**src/hw/rtl/cwec_pkg.sv**
```systemverilog
// Shared types and constants for the circular window extreme colour block.
// No dependencies.
`default_nettype none
package cwec_pkg;
    localparam int DEF_MAX_WIDTH  = 640;
    localparam int DEF_MAX_HEIGHT = 480;
    localparam int DEF_MAX_RADIUS = 32;
    localparam int XW = 10;
    localparam int YW = 9;
    localparam int KSW = 12;
    localparam logic [XW-1:0] RST_WIDTH  = 10'd640;
    localparam logic [YW-1:0] RST_HEIGHT = 9'd480;
    localparam logic CFG_WIDTH  = 1'b0;
    localparam logic CFG_HEIGHT = 1'b1;
    localparam logic MODE_WRITE = 1'b0;

    typedef struct packed {
        logic          mode;
        logic [XW-1:0] x;
        logic [YW-1:0] y;
        logic [23:0]   pix;
        logic [KSW-1:0] ks;
    } cmd_t;
endpackage
`default_nettype wire

```
**src/hw/rtl/cwec_front.sv**
```systemverilog
// Front end: takes command words, holds a two-entry queue.
// Depends on cwec_pkg.
`default_nettype none
module cwec_front (
    input  wire logic           clk,
    input  wire logic           rst_n,
    input  wire logic           push,
    input  wire cwec_pkg::cmd_t push_cmd,
    output logic                full,
    input  wire logic           pop,
    output logic                avail,
    output cwec_pkg::cmd_t      head
);
    import cwec_pkg::*;
    cmd_t q_reg [2];
    logic [1:0] cnt_reg, cnt_next;
    logic rd_reg, wr_reg;

    assign full  = cnt_reg == 2'd2;
    assign avail = cnt_reg != 2'd0;
    assign head  = q_reg[rd_reg];

    always_comb
    begin
        cnt_next = cnt_reg + {1'b0, push} - {1'b0, pop};
    end

    always_ff @(posedge clk or negedge rst_n)
    begin
        if (!rst_n)
        begin
            cnt_reg <= 2'd0;
            rd_reg  <= 1'b0;
            wr_reg  <= 1'b0;
        end
        else
        begin
            cnt_reg <= cnt_next;
            if (pop)
                rd_reg <= ~rd_reg;
            if (push)
                wr_reg <= ~wr_reg;
        end
    end

    always_ff @(posedge clk)
    begin
        if (push)
            q_reg[wr_reg] <= push_cmd;
    end
endmodule
`default_nettype wire

```
**config.mk**
```make
export PLATFORM = sky130hd
export DESIGN_NAME = cwec_front
export DESIGN_NICKNAME = d
export VERILOG_FILES = /design/src/hw/rtl/cwec_pkg.sv /design/src/hw/rtl/cwec_front.sv
export SDC_FILE = /design/constraint.sdc
export NUM_CORES = 1
export LEC_CHECK = 0
export ABC_AREA = 1
export BUFFER_PORTS_ARGS = -buffer_cell sky130_fd_sc_hd__buf_4
export CAP_MARGIN = 30
export CORE_AREA = 10 10 105 107
export CTS_CLUSTER_SIZE = 40
export DETAILED_ROUTE_END_ITERATION = 8
export DIE_AREA = 0 0 115 117
export GPL_TIMING_DRIVEN = 1
export PLACE_DENSITY_LB_ADDON = 0.3
export SYNTH_ARGS = -nofsm -noshare
export SYNTH_HDL_FRONTEND = slang
export SYNTH_SLANG_ARGS = --single-unit
```
**constraint.sdc**
```tcl
create_clock -name clk -period 6.5 [get_ports clk]
set_clock_uncertainty 0.2 [all_clocks]
set_input_delay 0.65 -clock clk [delete_from_list [all_inputs] [get_ports clk]]
set_output_delay 0.65 -clock clk [all_outputs]
set_load 0.02 [all_outputs]
```
=== Yosys cells after proc, flatten, opt, wreduce, memory -nomap -nowiden ===
Memories as Yosys holds them, arrays and structs flattened.
Cells that the tools add are included.

* Add/subtract/negate cells: 2
* Equality and inequality tests: 1
* Mux-type cells: 2
* Bitwise operators: 2
* Reduce and logical (&&, ||, !) cells: 1

{| class="wikitable"
|+ Operators by type and width
! operator !! number
|-
| adder 2 x 1 -> 2 bit || 1
|-
| equality test 2 bit, second input constant || 1
|-
| 2-to-1 mux 1 bit || 2
|-
| NOT 1 bit || 2
|-
| nonzero test 2 bit || 1
|-
| subtractor 2 x 1 -> 2 bit || 1
|}

* Register bits: 4
* RAM bits: 112
* Output and inout bits: 58
* Logic and storage cells: 12
* Memories kept: 1

{| class="wikitable"
|+ Memories
! memory !! depth !! width !! read ports !! clocked after memory_dff !! write ports !! RTL line !! text
|-
| q_reg || 2 || 56 || 1 || 0 || 1 || cwec_front.sv:15 || <nowiki>cmd_t q_reg [2];</nowiki>
|}

=== Longest topological paths before layout ===
Gate-level depths: netlist (run 1).

* Word-level depth: 2
* Depth in mapped cells: 7
* Gate-level depth less buffers: 7

=== Least setup slack after synthesis (run 1) ===
OpenSTA, ideal clock, no wires.

* Path type: input -> register
* Start: input push
* End: memory q_reg[0][0] in the netlist's numbering, enable pin
* Library setup time: 471 ps
* Arrival time: 3040 ps
* Setup slack: 2788 ps
* Stages: 2
* Path through: inv_1 -> nor2_1

* Word-level cells in the longest chain between the ends: 2

{| class="wikitable"
|+ Ends and longest elaborated chain
! element !! RTL line !! text
|-
| start: declaration || cwec_front.sv:7 || <nowiki>input wire logic push,</nowiki>
|-
| 2-to-1 mux 1 bit || cwec_front.sv:48 || <nowiki>if (push)</nowiki>
|-
| 2-to-1 mux 1 bit (not written as such) || cwec_front.sv:49 || <nowiki>q_reg[wr_reg] <= push_cmd;</nowiki>
|-
| end: declaration || cwec_front.sv:15 ||
|}

No other way between the ends.

==> results.txt, run 1 <==
----------------------------------------------------
[Yosys]
  Post-synth net total ... roughly 380
  Dominant register cell in the synthesized netlist ... sky130_fd_sc_hd__edfxtp_1
  Proportion of synthesized flip-flops having asynchronous set or reset ... 0.0345
  Post-synthesis instance area ... 4360 um^2
  Sequential element share of the synthesized area ... 0.794
  Gate Count Post-Synth ... between 300 and 400
  Count of flip-flops with a built-in enable after synthesis ... between 100 and 150
  Syn Area/Cell ... between 10 and 15 um^2
  Most area-consuming cells after synthesis ... sky130_fd_sc_hd__edfxtp_1 77%, sky130_fd_sc_hd__o21ai_0 6.4%, sky130_fd_sc_hd__inv_1 5.4%, sky130_fd_sc_hd__nand2_1 5.4%, sky130_fd_sc_hd__dfrtp_1 2.3%
  Post-synth top area cell ... sky130_fd_sc_hd__edfxtp_1
  Yosys warning count ... 0
  Most repeated cell in the gate-level netlist after synthesis ... sky130_fd_sc_hd__edfxtp_1
  Leading post-synthesis cells by instance count ... 112 x sky130_fd_sc_hd__edfxtp_1, 63 x sky130_fd_sc_hd__inv_1, 63 x sky130_fd_sc_hd__nand2_1
  Post-synth cell types ... 13
  Synthesized flop and latch total ... 116
  Area share of the leading cell type in the synthesized netlist ... 0.772

[Critical path]
  Worst setup path startpoint ... rd_reg
  Worst reg2reg path startpoint ... wr_reg
  Crit end category ... output pin
  CP top delay family ... flip-flops
  Worst-path cell with the longest stage delay ... sky130_fd_sc_hd__dfrtp_4
  Critical path class ... reg2out
  Worst endpoint data arrival time ... 2.14 ns
  Worst EP required ... about 5.7 ns
  Worst Path Max Fanout ... 113
  Worst path max stage delay ... 1.02 ns
  Worst Setup Start Kind ... flip-flop
  Number of buffer and inverter stages on the critical path ... 1
  Ordered list of cells on the worst path ... o21ai_0 > buf_4

[Timing]
  Final-report max-slew violation count ... 0
  Min cycle time layout ... 2.99 ns
  Fraction of the cycle the final worst path needs ... 0.460
  Measured slew at the worst slew-check pin ... 1.01 ns
  Worst max-slew margin expressed relative to the limit ... 0.328
  Final setup TNS ... 0 ns
  Unrepaired setup endpoints after global routing ... no
  Final-report setup violation count ... 0
  F_max ... 335 MHz
  Final hold violation count ... 0

[Die]
  Number of standard-cell rows in the floorplan ... 35
  Area of the die ... 13,500 um^2
  Area of the placeable core ... 9020 um^2
  Width of the die ... 115 um
  Top-level I/O count ... 118
  Starting Density ... 0.483
  Vertical die dimension ... 117 um

[CTS]
  Clock Latency Late Sink ... approximately 0.5 ns
  Resize count post-CTS ... 0
  Hold buffer count at CTS ... 1
  Post-CTS setup buffer count ... 0
  CTS tree ... built
  Sinks on Clock Net ... 116
  Register clock-pin slew on the reported worst setup and hold paths ... 0.06 ns
  Number of H-tree levels ... 4
  Bufs on Longest Clock Path ... 2
  Total CTS buffers ... 17
  Root Driver ... sky130_fd_sc_hd__clkbuf_8

[Routing]
  Vias per cell ... 4.61
  Mean routed wirelength per cell ... 15.1 um
  Post-DRT Antenna Nets ... 0
  Number of violations reported at the end of detailed-routing iteration 0 ... 150
  DRC errors left ... 0
  Pre-Repair DR Iteration Count ... 4
  Routed via count ... 2,619
  Routed WL ... around 8.6 mm

[Global routing]
  Via count of the first global-routing pass ... approximately 2.7k
  Initial antenna violation count ... 0
  Global-route wire length before repair ... roughly 13 mm
  Leftover overflow at the end of global routing ... 0
  Largest net degree at the start of global routing ... about 110
  Global Route Usage Sum ... 0.129

[Finish]
  Post-synthesis to final-layout area growth ... 35.8%
  Flip-flop count of the largest register, all copies and words added ... roughly 110
  Antenna fix cells ... 0
  Total number of nets in the final design ... 506
  Share of cells above drive strength 1 ... 0.335

[Power and ir drop]
  VDD IR max ... 0.326 mV
  Leakage Power ... 2.54 nW
  Power per standard cell area ... 485 nW/um^2
  Overall power consumption ... approximately 2.9 mW

[Hold path]
  Origin of the worst min-delay path ... push_cmd[36]
  Type of the most critical hold path ... in2reg

[Place]
  Port Buffer Count ... 117
  HPWL after detailed placement ... 5.60 mm
  Placer congestion estimate ... 0.687

[Job]
  Total of max-cap violations ... 0

[Run status]
  Run status ... complete, no violations

----------------------------------------------------
## cell families (layout without fill, tap and decap cells)
family,count (synthesis),count (layout),share of synthesized area
XOR/XNOR,2,2,0.00402
AND/OR/NAND/NOR,66,66,0.0571
adder cells (fa/ha/maj),2,2,0.00574
buffers and inverters,75,215,0.0743
flip-flops,116,116,0.794
AO/OA/AOI/OAI,56,56,0.0643
## cells in the final DEF, fill, tap and decap left out, drive strengths merged
master and n:
o21ai 56, inv 66, dlygate4sd3 1, clkinv 7, nand3 1, buf 119
dfrtp 4, clkbuf 17, xor2 2, nor2 2, bufinv 3, nand2 63
ha 2, edfxtp 112, clkinvlp 2
## metal layers
layer  vias to the layer above  share of wire  track usage
li1                       1318              -            -
met1                      1212           0.41        0.143
met2                        82           0.50        0.204
met3                         7          0.085       0.0627
met4                         0          0.012       0.0644
met5                         -              0            0
## area by class of cell
type / instances / area (um^2)
inverters: 63 / 236
flip-flops and latches: 116 / 3470
clock inverters: 15 / 180
fillers: 671 / 3100
clock buffers: 17 / 414
multi-input cells: 126 / 579
repair buffers: 120 / 903
well taps: 111 / 139
## path summary, 6_finish.rpt
check,to,slack (ns),cells past startpoint
setup / recovery,head[52],3.51,2
hold / removal,q_reg[1][36],0.13,1
setup reg to reg,q_reg[0][41],4.43,2
hold reg to reg,wr_reg,0.36,1
max in group asynchronous,rd_reg,5.70,2
min in group asynchronous,wr_reg,0.29,2
## metrics by stage
stage / cells / hold WS (ns) / setup WS (ns) / area, um^2 / utilization
floorplan: 317 / 0.154 / 2.79 / 4360 / -
global placement: 535 / 0.249 / 4.04 / 5320 / 0.589
detailed placement: 535 / 0.249 / 4.02 / 5320 / 0.589
CTS: 568 / 0.0994 / 3.48 / 5920 / 0.656
global route: 568 / 0.0912 / 3.35 / 5920 / 0.656
finish: 568 / 0.127 / 3.51 / 5920 / 0.656
## report_power, final
part           switching (mW)  internal, mW  total [mW]
clock network           0.333         0.586       0.919
logic                   0.506         0.328       0.834
registers               0.124         0.996        1.12
Note: power is estimated with default switching activity, not from simulation.
==> inputs of run 2 (changes only) <==
==> constraint.sdc (replaced) <==
create_clock -name clk -period 2.9 [get_ports clk]
set_clock_uncertainty 0.2 [all_clocks]
set_input_delay 0.29 -clock clk [delete_from_list [all_inputs] [get_ports clk]]
set_output_delay 0.29 -clock clk [all_outputs]
set_load 0.02 [all_outputs]
==> run 2 against run 1 <==
Against the previous run: hold slack better by 0.18 ns; non-clock buffer count up 62; flip-flop and latch count is the same; combinational power rose by 140%; final cell count is 11% higher; first-iteration DRC count up 57%; via count up 10%; clock power rose by 100%; wire length increased by 11%; register-to-register slack worse by 3.3 ns; power grew 120%; global-route usage increased by 1.4 points; largest power group unchanged.
==> results.txt, run 2 (same netlist as run 1, synthesis figures left out) <==
----------------------------------------------------
[Power and ir drop]
  Part of the power in combinational logic ... 0.316 (+0.026)
  VDD IR max ... 0.915 mV (+180%)
  Power share of the clock group ... 0.294 (-0.026)
  Overall power consumption ... 6.36 mW (+120%)
  Leakage Power ... 2.78 nW (+9.4%)
  Power per standard cell area ... 981 nW/um^2 (+100%)
  Cell-internal power ... 4.25 mW (+120%)
  Part of the total power dissipated in sequential elements ... 0.390 (about the same)
  Switching power summed over all nets ... 2.12 mW (+120%)
  Sw Share ... 0.333 (-0.00240)

[Critical path]
  Crit end category ... output pin
  Worst EP required ... 2.41 ns (-3.24 ns)
  Critical path class ... reg2out
  Worst Path Max Fanout ... 99 (-12%)
  Setup slack on the worst flop-to-flop path ... 1.08 ns (-3.35 ns)
  Worst reg2reg path startpoint ... wr_reg
  Worst Setup Start Kind ... flip-flop
  Critical R2R Capture ... q_reg[0][27]
  Worst endpoint data arrival time ... 2.10 ns (-0.04 ns)
  Worst reg-to-reg path cell count ... 2 (unchanged)

[Hold path]
  Type of the most critical hold path ... in2reg
  Origin of the worst min-delay path ... push_cmd[20]
  Worst hold path stage count ... 2 (+1)
  Hold Path Sink ... q_reg[0][20]

[Routing]
  Mean routed wirelength per cell ... 15.1 um (-0.35%)
  DRC errors left ... 0 (unchanged)
  Pre-Repair DR Iteration Count ... 5 (+1)
  Number of violations reported at the end of detailed-routing iteration 0 ... 235 (+57%)
  Routed via count ... 2,888 (+10%)
  Vias per cell ... 4.58 (-0.58%)
  Post-DRT Antenna Nets ... 0 (unchanged)
  Routed WL ... 9.49 mm (+11%)

[Finish]
  Flip-flop count of the largest register, all copies and words added ... 112 (unchanged)
  Antenna fix cells ... 0 (unchanged)
  Most common cell after layout, fill and taps aside ... sky130_fd_sc_hd__buf_4
  Commonest cells after routing, fill and taps aside ... 121 x sky130_fd_sc_hd__buf_4, 112 x sky130_fd_sc_hd__edfxtp_1, 63 x sky130_fd_sc_hd__nand2_1
  Post-synthesis to final-layout area growth ... 48.9%
  Share of cells above drive strength 1 ... 0.287 (-0.0477)
  Post-layout utilization of the core ... 0.719 (+0.0632)
  Total number of nets in the final design ... 568 (+12%)
  Non-Filler Cell Area, Final ... 6490 um^2 (+9.6%)

[Die]
  Area of the placeable core ... 9020 um^2 (unchanged)
  Width of the die ... 115 um (unchanged)
  Top-level I/O count ... 118 (unchanged)
  Area of the die ... 13,500 um^2 (unchanged)
  Number of standard-cell rows in the floorplan ... 35 (unchanged)
  Vertical die dimension ... 117 um (unchanged)
  Starting Density ... 0.483 (unchanged)

[Timing]
  Final-report setup violation count ... 0 (unchanged)
  Measured slew at the worst slew-check pin ... 0.861 ns (-0.147 ns)
  Unrepaired setup endpoints after global routing ... no
  Final-report max-slew violation count ... 0 (unchanged)
  Min cycle time layout ... 2.59 ns
  Fin Hold WS ... 0.311 ns (+0.184 ns)
  Final hold violation count ... 0 (unchanged)
  F_max ... 386 MHz
  Worst max-slew margin expressed relative to the limit ... 0.426 (+0.0980)
  Fraction of the cycle the final worst path needs ... 0.894
  Final setup TNS ... 0 ns (unchanged)

[Place]
  HPWL after detailed placement ... 5.98 mm (+6.7%)
  Port Buffer Count ... 117 (unchanged)
  Placer congestion estimate ... 0.725 (+5.6%)
  Cell Area, Placed ... 5350 um^2 (+0.66%)

[CTS]
  Post-CTS setup buffer count ... 0 (unchanged)
  Bufs on Longest Clock Path ... 2 (unchanged)
  Number of H-tree levels ... 4 (unchanged)
  Sinks on Clock Net ... 116 (unchanged)
  Resize count post-CTS ... 0 (unchanged)
  Root Driver ... sky130_fd_sc_hd__clkbuf_8
  Hold buffer count at CTS ... 60 (+59)
  CTS tree ... built
  Register clock-pin slew on the reported worst setup and hold paths ... 0.05 ns (about the same)
  Total CTS buffers ... 17 (unchanged)
  Clock Latency Late Sink ... 0.50 ns (about the same)

[Global routing]
  Via count of the first global-routing pass ... 3,029 (+14%)
  Largest net degree at the start of global routing ... 100 (-12%)
  Global-route wire length before repair ... 14.9 mm (+13%)
  Leftover overflow at the end of global routing ... 0 (unchanged)
  Initial antenna violation count ... 0 (unchanged)
  Global Route Usage Sum ... 0.143 (+0.0143)

[Job]
  Total of max-cap violations ... 0 (unchanged)

[Run status]
  Run status ... complete, no violations

----------------------------------------------------
==> run 2: cell types whose count changed in the layout (fill, tap and decap cells not counted) <==
cell / before / now
sky130_fd_sc_hd__dlygate4sd3_1: 1 / 60
sky130_fd_sc_hd__clkinv_1: 1 / 5
sky130_fd_sc_hd__clkbuf_1: 0 / 3
sky130_fd_sc_hd__inv_6: 3 / 0
sky130_fd_sc_hd__buf_4: 119 / 121
sky130_fd_sc_hd__clkinv_4: 4 / 2
sky130_fd_sc_hd__buf_12: 0 / 1
sky130_fd_sc_hd__bufinv_16: 3 / 2
sky130_fd_sc_hd__clkinvlp_4: 2 / 1
==> run 2: worst max path at each step <==
stage	startpoint	end	slack, ns	depth (start not counted)
finish	rd_reg	head[2]	0.31	4
global route	rd_reg	head[6]	0.10	4
CTS	rd_reg	head[5]	0.25	4
detailed placement	rd_reg	head[5]	0.80	4
global placement	rd_reg	head[2]	0.83	4
floorplan	wr_reg	q_reg[0][0]	0.40	1
==> run 2: layout make-up <==
cell class,count,area [um^2]
Multi-Input combinational cell,126,579
Clock buffer,20,425
Sequential cell,116,3470
Tap cell,111,139
Timing Repair Buffer,182,1530
Inverter,63,236
Clock inverter,12,114
Fill cell,598,2530
==> run 2: worst max-delay path: stages, from the launching register on <==
cell                      delay, ns
sky130_fd_sc_hd__dfrtp_4       0.97
sky130_fd_sc_hd__buf_4         0.32
sky130_fd_sc_hd__nand2_1       0.06
sky130_fd_sc_hd__o21ai_0       0.08
sky130_fd_sc_hd__buf_4         0.17
==> run 2: power groups by stage <==
stage	Clock, mW	Sequential, mW	Combinational (mW)
floorplan	0	2.34	1.25
global placement	0	2.50	1.94
detailed placement	0	2.52	1.97
CTS	1.91	2.49	2.04
global route	1.99	2.54	2.19
finish	1.87	2.48	2.01
==> run 2: layer usage <==
layer	GRT usage	wire (um)
met1	0.159	3810
met4	0.0545	47
met2	0.235	4820
met5	0	0
met3	0.0668	808
==> run 2: through the flow <==
| step | setup WS (ns) | instances |
|---|---|---|
| finish | 0.307 | 630 |
| global route | 0.105 | 630 |
| CTS | 0.254 | 630 |
| detailed placement | 0.798 | 538 |
| global placement | 0.828 | 538 |
| floorplan | 0.403 | 317 |
